<file path="src/rtl/gdda_pkg.sv">
`default_nettype none
// ----------------------------------------------------------------------------
// gdda_pkg
// shared constants and helpers for gregorian date day arithmetic
// ----------------------------------------------------------------------------
package gdda_pkg;

    localparam int MAX_YEAR = 9999;
    localparam int NUM_W    = 24;

    localparam logic [1:0] MODE_DIFF = 2'd0;
    localparam logic [1:0] MODE_ADD  = 2'd1;
    localparam logic [1:0] MODE_SUB  = 2'd2;
    localparam logic [1:0] MODE_NONE = 2'd3;

    localparam logic [1:0] ST_OK    = 2'd0;
    localparam logic [1:0] ST_BAD_A = 2'd1;
    localparam logic [1:0] ST_BAD_B = 2'd2;
    localparam logic [1:0] ST_RANGE = 2'd3;

    // day number of MAX_YEAR-12-31
    localparam int LAST_DAY = 365 * MAX_YEAR + MAX_YEAR / 4 - MAX_YEAR / 100
                              + MAX_YEAR / 400;

    function automatic logic [4:0] month_len(input logic [3:0] m, input logic leap);
        logic [4:0] r;
        begin
            case (m)
                4'd2:                                r = leap ? 5'd29 : 5'd28;
                4'd4, 4'd6, 4'd9, 4'd11:             r = 5'd30;
                default:                             r = 5'd31;
            endcase
            return r;
        end
    endfunction

endpackage : gdda_pkg
`default_nettype wire

</file>
<file path="src/rtl/gdda_seq.sv">
`default_nettype none
// ----------------------------------------------------------------------------
// gdda_seq
// sequencer with one shared add/compare unit: date to day number and back
// ----------------------------------------------------------------------------
module gdda_seq
(
    input  wire logic                        clk,
    input  wire logic                        rst_n,
    input  wire logic                        start,
    input  wire logic [1:0]                  mode,
    input  wire logic [13:0]                 year_a,
    input  wire logic [3:0]                  month_a,
    input  wire logic [4:0]                  day_a,
    input  wire logic [13:0]                 year_b,
    input  wire logic [3:0]                  month_b,
    input  wire logic [4:0]                  day_b,
    input  wire logic signed [22:0]          day_offset,
    output logic                             done,
    output logic [1:0]                       status,
    output logic signed [22:0]               day_difference,
    output logic [13:0]                      result_year,
    output logic [3:0]                       result_month,
    output logic [4:0]                       result_day
);

    localparam int W = gdda_pkg::NUM_W + 2;

    typedef enum logic [10:0] {
        S_IDLE   = 11'b00000000001,
        S_CHKA   = 11'b00000000010,
        S_YEARS  = 11'b00000000100,
        S_MONTHS = 11'b00000001000,
        S_CHKB   = 11'b00000010000,
        S_DIFF   = 11'b00000100000,
        S_SHIFT  = 11'b00001000000,
        S_RANGE  = 11'b00010000000,
        S_Y400   = 11'b00100000000,
        S_YR     = 11'b01000000000,
        S_MO     = 11'b10000000000
    } state_t;

    state_t state_reg, state_next;

    logic [1:0]            mode_reg;
    logic [13:0]           yb_reg;
    logic [3:0]            mb_reg;
    logic [4:0]            db_reg;
    logic signed [22:0]    off_reg;
    logic                  side_reg;        // 0 first date, 1 second date
    logic [13:0]           y_reg;           // working year
    logic [3:0]            m_reg;           // working month
    logic [13:0]           cnt_reg;         // year counter
    logic [1:0]            c4_reg;          // year mod 4
    logic [6:0]            c100_reg;        // year mod 100
    logic [8:0]            c400_reg;        // year mod 400
    logic signed [W-1:0]   acc_reg;         // day number accumulator
    logic signed [W-1:0]   na_reg;
    logic [1:0]            st_reg;
    logic signed [22:0]    diff_reg;
    logic [13:0]           ry_reg;
    logic [3:0]            rm_reg;
    logic [4:0]            rd_reg;
    logic                  done_reg;

    // leap flag of the counted year (cnt, mods track cnt)
    logic leap_cnt;
    assign leap_cnt = ((c4_reg == 2'd0) && (c100_reg != 7'd0)) || (c400_reg == 9'd0);

    // shared unit: one signed add and sign compare
    logic signed [W-1:0] op_a, op_b, sum;
    assign sum = op_a + op_b;

    logic [4:0]  mlen;
    logic [8:0]  ylen;
    assign mlen = gdda_pkg::month_len(m_reg, leap_cnt);
    assign ylen = leap_cnt ? 9'd366 : 9'd365;

    // date validity check on the held date
    function automatic logic date_ok(input logic [13:0] y, input logic [3:0] m,
                                     input logic [4:0] d);
        logic [26:0] prod;
        logic [9:0]  q25;
        logic [13:0] r25;
        logic        d25;
        logic        lp;
        begin
            // divisible by 25 through a reciprocal multiply, exact below 16384
            prod = 27'(y) * 27'd5243;
            q25  = prod[26:17];
            r25  = y - 14'(q25) * 14'd25;
            d25  = (r25 == 14'd0);
            lp   = ((y[1:0] == 2'd0) && !d25) || ((y[3:0] == 4'd0) && d25);
            return (y >= 14'd1) && (y <= 14'(gdda_pkg::MAX_YEAR)) && (m >= 4'd1)
                   && (m <= 4'd12) && (d >= 5'd1) && (d <= gdda_pkg::month_len(m, lp));
        end
    endfunction

    logic [13:0] ycur;
    logic [3:0]  mcur;
    logic [4:0]  dcur;
    logic [13:0] ya_reg;
    logic [3:0]  ma_reg;
    logic [4:0]  da_reg;
    assign ycur = side_reg ? yb_reg : ya_reg;
    assign mcur = side_reg ? mb_reg : ma_reg;
    assign dcur = side_reg ? db_reg : da_reg;

    always_comb
    begin
        op_a = acc_reg;
        op_b = '0;
        unique case (state_reg)
            S_YEARS:  op_b = W'(ylen);
            S_MONTHS: op_b = W'(mlen);
            S_DIFF:   op_b = -acc_reg;
            S_SHIFT:  op_b = (mode_reg == gdda_pkg::MODE_ADD) ? W'(off_reg) : -W'(off_reg);
            S_RANGE:  op_b = -W'(gdda_pkg::LAST_DAY + 1);
            S_Y400:   op_b = -W'(146097);
            S_YR:     op_b = -W'(ylen);
            S_MO:     op_b = -W'(mlen);
            default:  op_b = '0;
        endcase
        if (state_reg == S_DIFF)
        begin
            op_a = na_reg;
        end
    end

    always_comb
    begin
        state_next = state_reg;
        unique case (state_reg)
            S_IDLE:   if (start) state_next = (mode == gdda_pkg::MODE_NONE) ? S_IDLE : S_CHKA;
            S_CHKA, S_CHKB:
                      state_next = date_ok(ycur, mcur, dcur) ? S_YEARS : S_IDLE;
            S_YEARS:  if (cnt_reg == y_reg) state_next = S_MONTHS;
            S_MONTHS: if (m_reg == mcur)
                      begin
                          if (side_reg) state_next = S_DIFF;
                          else if (mode_reg == gdda_pkg::MODE_DIFF) state_next = S_CHKB;
                          else state_next = S_SHIFT;
                      end
            S_DIFF:   state_next = S_IDLE;
            S_SHIFT:  state_next = S_RANGE;
            S_RANGE:  state_next = (acc_reg < W'(1) || !sum[W-1]) ? S_IDLE : S_Y400;
            S_Y400:   if (sum <= 0) state_next = S_YR;
            S_YR:     if (sum <= 0) state_next = S_MO;
            S_MO:     if (sum <= 0 || m_reg == 4'd12) state_next = S_IDLE;
            default:  state_next = S_IDLE;
        endcase
    end

    always_ff @(posedge clk or negedge rst_n)
    begin
        if (!rst_n)
        begin
            state_reg <= S_IDLE;
            done_reg  <= 1'b0;
        end
        else
        begin
            state_reg <= state_next;
            done_reg  <= (state_reg != S_IDLE) && (state_next == S_IDLE)
                         || (state_reg == S_IDLE && start && mode == gdda_pkg::MODE_NONE);
        end
    end

    always_ff @(posedge clk)
    begin
        unique case (state_reg)
            S_IDLE:
            begin
                if (start)
                begin
                    mode_reg <= mode;
                    ya_reg <= year_a; ma_reg <= month_a; da_reg <= day_a;
                    yb_reg <= year_b; mb_reg <= month_b; db_reg <= day_b;
                    off_reg <= day_offset;
                    side_reg <= 1'b0;
                    st_reg <= gdda_pkg::ST_OK;
                    diff_reg <= '0; ry_reg <= '0; rm_reg <= '0; rd_reg <= '0;
                end
            end
            S_CHKA, S_CHKB:
            begin
                y_reg <= ycur;
                m_reg <= 4'd1;
                cnt_reg <= 14'd1;
                c4_reg <= 2'd1; c100_reg <= 7'd1; c400_reg <= 9'd1;
                acc_reg <= W'(dcur);
                if (!date_ok(ycur, mcur, dcur))
                    st_reg <= side_reg ? gdda_pkg::ST_BAD_B : gdda_pkg::ST_BAD_A;
            end
            S_YEARS:
            begin
                if (cnt_reg == y_reg)
                begin
                    // leap flags now belong to the target year
                end
                else
                begin
                    acc_reg <= sum;
                    cnt_reg <= cnt_reg + 14'd1;
                    c4_reg <= c4_reg + 2'd1;
                    c100_reg <= (c100_reg == 7'd99) ? 7'd0 : c100_reg + 7'd1;
                    c400_reg <= (c400_reg == 9'd399) ? 9'd0 : c400_reg + 9'd1;
                end
            end
            S_MONTHS:
            begin
                if (m_reg != mcur)
                begin
                    acc_reg <= sum;
                    m_reg <= m_reg + 4'd1;
                end
                else
                begin
                    side_reg <= 1'b1;
                    if (!side_reg) na_reg <= acc_reg;
                end
            end
            S_DIFF:
            begin
                if (sum < -W'(4194304) || sum > W'(4194303))
                    st_reg <= gdda_pkg::ST_RANGE;
                else
                    diff_reg <= sum[22:0];
            end
            S_SHIFT:  acc_reg <= sum;
            S_RANGE:
            begin
                if (acc_reg < W'(1) || !sum[W-1])
                    st_reg <= gdda_pkg::ST_RANGE;
                cnt_reg <= 14'd1;
                c4_reg <= 2'd1; c100_reg <= 7'd1; c400_reg <= 9'd1;
                m_reg <= 4'd1;
            end
            S_Y400:
            begin
                // whole 400-year cycles; mods are unchanged by 400 years
                if (sum > 0)
                begin
                    acc_reg <= sum;
                    cnt_reg <= cnt_reg + 14'd400;
                end
            end
            S_YR:
            begin
                if (sum > 0)
                begin
                    acc_reg <= sum;
                    cnt_reg <= cnt_reg + 14'd1;
                    c4_reg <= c4_reg + 2'd1;
                    c100_reg <= (c100_reg == 7'd99) ? 7'd0 : c100_reg + 7'd1;
                    c400_reg <= (c400_reg == 9'd399) ? 9'd0 : c400_reg + 9'd1;
                end
            end
            S_MO:
            begin
                if (sum > 0 && m_reg != 4'd12)
                begin
                    acc_reg <= sum;
                    m_reg <= m_reg + 4'd1;
                end
                else
                begin
                    ry_reg <= cnt_reg;
                    rm_reg <= m_reg;
                    rd_reg <= acc_reg[4:0];
                end
            end
            default: ;
        endcase
    end

    assign done           = done_reg;
    assign status         = st_reg;
    assign day_difference = diff_reg;
    assign result_year    = ry_reg;
    assign result_month   = rm_reg;
    assign result_day     = rd_reg;

endmodule : gdda_seq
`default_nettype wire

</file>
<file path="src/rtl/gregorian_date_day_arithmetic.sv">
`default_nettype none
// ----------------------------------------------------------------------------
// gregorian_date_day_arithmetic
// proleptic gregorian date difference and day offset
// ----------------------------------------------------------------------------
// One transaction at a time. A date is turned into a day number by stepping a
// shared adder over the years before it and the months before it; the
// reverse walk steps by 400-year cycles, then by years and months. The
// result waits in an output register; a new transaction is taken once
// that result has been taken.
module gregorian_date_day_arithmetic
(
    input  wire logic                 clk,
    input  wire logic                 rst_n,
    input  wire logic                 in_valid,
    output logic                      in_ready,
    input  wire logic [1:0]           mode,
    input  wire logic [13:0]          year_a,
    input  wire logic [3:0]           month_a,
    input  wire logic [4:0]           day_a,
    input  wire logic [13:0]          year_b,
    input  wire logic [3:0]           month_b,
    input  wire logic [4:0]           day_b,
    input  wire logic signed [22:0]   day_offset,
    output logic                      out_valid,
    input  wire logic                 out_ready,
    output logic [1:0]                status,
    output logic signed [22:0]        day_difference,
    output logic [13:0]               result_year,
    output logic [3:0]                result_month,
    output logic [4:0]                result_day
);

    logic busy_reg, ov_reg;
    logic done;
    logic [1:0]         s_st;
    logic signed [22:0] s_diff;
    logic [13:0]        s_y;
    logic [3:0]         s_m;
    logic [4:0]         s_d;
    logic start;

    assign in_ready = !busy_reg;
    assign start    = in_valid && in_ready;

    gdda_seq u_seq
    (
        .clk(clk), .rst_n(rst_n), .start(start), .mode(mode),
        .year_a(year_a), .month_a(month_a), .day_a(day_a),
        .year_b(year_b), .month_b(month_b), .day_b(day_b),
        .day_offset(day_offset), .done(done), .status(s_st),
        .day_difference(s_diff), .result_year(s_y), .result_month(s_m),
        .result_day(s_d)
    );

    always_ff @(posedge clk or negedge rst_n)
    begin
        if (!rst_n)
        begin
            busy_reg <= 1'b0;
            ov_reg   <= 1'b0;
        end
        else
        begin
            if (start) busy_reg <= 1'b1;
            else if (ov_reg && out_ready) busy_reg <= 1'b0;
            if (done) ov_reg <= 1'b1;
            else if (out_ready) ov_reg <= 1'b0;
        end
    end

    assign out_valid      = ov_reg;
    assign status         = s_st;
    assign day_difference = s_diff;
    assign result_year    = s_y;
    assign result_month   = s_m;
    assign result_day     = s_d;

    a_one_open: assert property (@(posedge clk) disable iff (!rst_n)
        out_valid |-> busy_reg) else $error("result without transaction");
    a_no_accept_busy: assert property (@(posedge clk) disable iff (!rst_n)
        start |=> !in_ready) else $error("accept while busy");
    a_hold_result: assert property (@(posedge clk) disable iff (!rst_n)
        (out_valid && !out_ready) |=> out_valid && $stable(status)
        && $stable(day_difference) && $stable(result_year)
        && $stable(result_month) && $stable(result_day))
        else $error("result dropped or changed while waiting");

endmodule : gregorian_date_day_arithmetic
`default_nettype wire
</file>
<file path="config.mk">
export PLATFORM = sky130hd
export DESIGN_NAME = gregorian_date_day_arithmetic
export DESIGN_NICKNAME = d
export VERILOG_FILES = /design/src/rtl/gdda_pkg.sv /design/src/rtl/gdda_seq.sv /design/src/rtl/gregorian_date_day_arithmetic.sv
export SDC_FILE = /design/constraint.sdc
export NUM_CORES = 1
export LEC_CHECK = 0
export ABC_AREA = 1
export BUFFER_PORTS_ARGS = -buffer_cell sky130_fd_sc_hd__buf_2
export CORE_ASPECT_RATIO = 1.2
export CORE_MARGIN = 10
export CORE_UTILIZATION = 31
export CTS_CLUSTER_DIAMETER = 120
export CTS_CLUSTER_SIZE = 25
export DETAILED_ROUTE_END_ITERATION = 12
export GPL_TIMING_DRIVEN = 0
export PLACE_DENSITY = 0.51
export SYNTH_ARGS = -nofsm -noshare
export SYNTH_HDL_FRONTEND = slang
export SYNTH_SLANG_ARGS = --single-unit
</file>
<file path="constraint.sdc">
create_clock -name clk -period 12.8 [get_ports clk]
set_clock_uncertainty 0.05 [all_clocks]
set_input_delay 0.64 -clock clk [delete_from_list [all_inputs] [get_ports clk]]
set_output_delay 0.64 -clock clk [all_outputs]
set_load 0.03 [all_outputs]
</file>
==> summary.md <==
| Metric | Value |
|---|---|
| Post-synthesis sequential area ratio | 0.378 |
| Worst r2r src | u_seq.side_reg |
| Simple-gate share of the synthesized area | 0.230 |
| Final estimated routing congestion in global placement | 0.892 |
| Max_slew headroom | 0.210 |
| GR Layer Usage met1 | 0.191 |
| Crit start category | flip-flop |
| Port bufs | 124 |
| FMAX | 84.3 MHz |
| GRT overflow | 0 |
| Async set-reset flop share out of synthesis | 0.0593 |
| WHS Path Cells | 1 |
| Row count | 98 |
| Root buf cell | clkbuf_16 |
| DR vias/cell | 4.78 |
| Final setup vio count | 0 |
| Clk pin slew, worst setup/hold paths | 0.10 ns |
| Worst Setup Path Type | reg2reg |
| FF-to-FF End | u_seq.status[1] |
| Worst slew pin tran | 1.18 ns |
| CP most frequent cell | inv_1 |
| Layout area overhead | 12.3% |
| Synth Instances | 2148 |
| Hold Startpoint | day_offset[6] |
| CTS tree | done |
| Routed wire length | 55400 um |
| Adder-Cell Fraction of Synth Area | 0.208 |
| Primary FF master, synth | edfxtp_1 |
| Vias in the first global route | 15055 |
| First-pass GRT wire length | 85800 um |
| Period Utilization, post-route | 0.927 |
| Met2 global-route usage | 0.278 |
| Share of the synthesized area in the top cell type | 0.359 |
| Pin count of the biggest net entering global routing | 28 |
| Synthesized area per cell | 8.64 um2 |
| Mux cell area share after synthesis | 0.00108 |
| DR pass1 iterations | 5 |
| Register bit total from synthesis | 236 |
| Detailed Place HPWL | 46200 um |
| Max cap viols | 0 |
| Total Routing Usage GR | 0.156 |
| XOR/XNOR share of the synthesized area | 0.0249 |
| Busiest grt layer | met2 |
| CP max-delay cell | o41ai_4 |
| Synth Net Count | 2484 |
| R2r setup slk | 0.93 ns |
| Synth Area in Compound Gates | 0.0771 |
| Worst EP arrival | 12.01 ns |
| Met3 GRT Util | 0.0228 |
| Main combinational cell family by area after synthesis | simple AND/OR/NAND/NOR gates |
| Die ar. | 0.0701 mm2 |
| Core ar. | 0.0595 mm2 |
| EDFF count, synth | 222 |
| Min-delay worst type | in2reg |
| H-tree Lvls | 1 |
| Initial DRC count | 784 |
| Num CTS Buffers | 14 |
| Initial Util | 0.312 |
| Required time worst endpoint | 12.94 ns |
| Synth cell types | 60 |
| Synth Cell Area | 0.0186 mm2 |
| Number of setup buffers added after CTS | 0 |
| Layout cells sized above 1 | 0.115 |
| Synthesis Warnings | 0 |
| Final hold vios | 0 |
| R2r worst-path depth | 47 |
| Top cells by area, synth | edfxtp_1 36%, ha_1 12%, fa_1 8.6%, nand2_1 8.4%, inv_1 7.2% |
| Final #Nets | 2633 |
| Crit path from | u_seq.side_reg |
| CP endpoint kind | flip-flop |
| Final Slew Violations | 0 |
| CTS max path bufs | 3 |
| Inserted Diodes | 0 |
| Hold WS | 0.229 ns |
| RSZ-0062 raised after global routing | no |
| End of the worst hold path | u_seq.off_reg[6] |
| Slowest stage delay, CP | 0.56 ns |
| Fin crit period | 11.87 ns |
| IO Pins | 125 |
| Die X-Extent | 243 um |
| Initial antenna violation count | 1 |
| Routed len/inst | 17.9 um |
| CP max FO | 12 |
| DRC violations left | 0 |
| Synth area leader | edfxtp_1 |
| Detail Route Antenna Nets | 0 |
| Worst skew pair latency | 0.54 ns |
| Die height | 288 um |
| CTS Sinks | 236 |
| Via count | 14828 |
| Outcome | complete, no violations |
==> placed cells by master (no fill, tap or decap), types with 11 or more instances in the layout <==
| master | instances |
|---|---|
| nand3_1 | 118 |
| nor3_1 | 38 |
| nand2_2 | 16 |
| nor2_1 | 234 |
| nor2_2 | 11 |
| a21oi_1 | 79 |
| o211ai_1 | 16 |
| clkbuf_1 | 21 |
| ha_1 | 181 |
| clkbuf_16 | 15 |
| edfxtp_1 | 222 |
| or2_2 | 34 |
| nand4_1 | 37 |
| o21ai_0 | 81 |
| inv_1 | 357 |
| buf_2 | 131 |
| dfrtp_1 | 13 |
| fa_1 | 80 |
| o21ai_1 | 15 |
| nand2_1 | 417 |
| xor2_1 | 34 |
| xnor2_1 | 15 |
==> Yosys cell counts, drive strengths merged, types with 13 or more instances <==
cell and instances:
xnor2 15, nand4 39, fa 80, nand3 122, o211ai 16, clkbuf 21, nor3 43, o21ai 101
ha 181, nor2 254, nand2 435, dfrtp 13, xor2 36, inv 365, edfxtp 222, or2 34
a21oi 83
==> repair_timing <==
item,in CTS,in global routing
endpoints found under the setup margin,5,5
hold buffers,1,0
resized for setup,2,12
hold endpoints to repair,13,0
==> critical path, delay by kind of cell, from the launching register on <==
| family | cells | cell delay [ns] |
|---|---|---|
| compound gates | 8 | 1.81 |
| xor+xnor | 2 | 0.45 |
| fa+ha+maj | 11 | 4.71 |
| buf+inv | 8 | 1.26 |
| flops | 1 | 0.44 |
| simple gates | 18 | 2.79 |
==> worst max-delay path by stage <==
stage                            to  depth (start not counted)
floorplan           u_seq.status[0]                         47
global placement    u_seq.status[0]                         47
detailed placement  u_seq.status[1]                         47
CTS                 u_seq.status[1]                         47
global route        u_seq.status[1]                         52
finish              u_seq.status[1]                         47
==> layout make-up <==
class | instances | area [um2]
Inverter | 367 | 1380
Buffer | 28 | 113
Multi-Input combinational cell | 1515 | 10100
Timing Repair Buffer | 135 | 787
Fill cell | 6181 | 38600
Tap cell | 800 | 1000
Clock buffer | 18 | 397
Clock inverter | 4 | 41.3
Sequential cell | 236 | 7020
==> metrics by stage <==
step / std cells / setup TNS (ns) / setup WS (ns) / utilization / instance area (um2)
floorplan: 2148 / 0 / 2.68 / - / 18600
global placement: 3072 / -2.87 / -0.733 / 0.339 / 20200
detailed placement: 3082 / -1.11 / -0.412 / 0.342 / 20400
CTS: 3105 / 0 / 0.0468 / 0.350 / 20800
global route: 3103 / 0 / 0.194 / 0.350 / 20800
finish: 3103 / 0 / 0.934 / 0.350 / 20800
==> kinds of logic (layout without fill, tap and decap cells) <==
| group | count (synthesis) | in the layout |
|---|---|---|
| and+or+nand+nor | 954 | 954 |
| buffers and inverters | 397 | 552 |
| adders and majority gates | 261 | 261 |
| AOI/OAI and AO/OA | 247 | 247 |
| DFF | 236 | 236 |
| xor gates and xnor gates | 51 | 51 |
| muxes | 2 | 2 |
==> metal layers <==
metal | wire, um | up-vias
met2 | 27400 | 345
met4 | 1570 | 2
met3 | 2710 | 65
li1 | - | 7366
met5 | 14 | -
met1 | 23700 | 7050
Power is left out: the tool's default activity adds up to more than one toggle a clock period on the data nets, which glitch-free logic cannot reach.
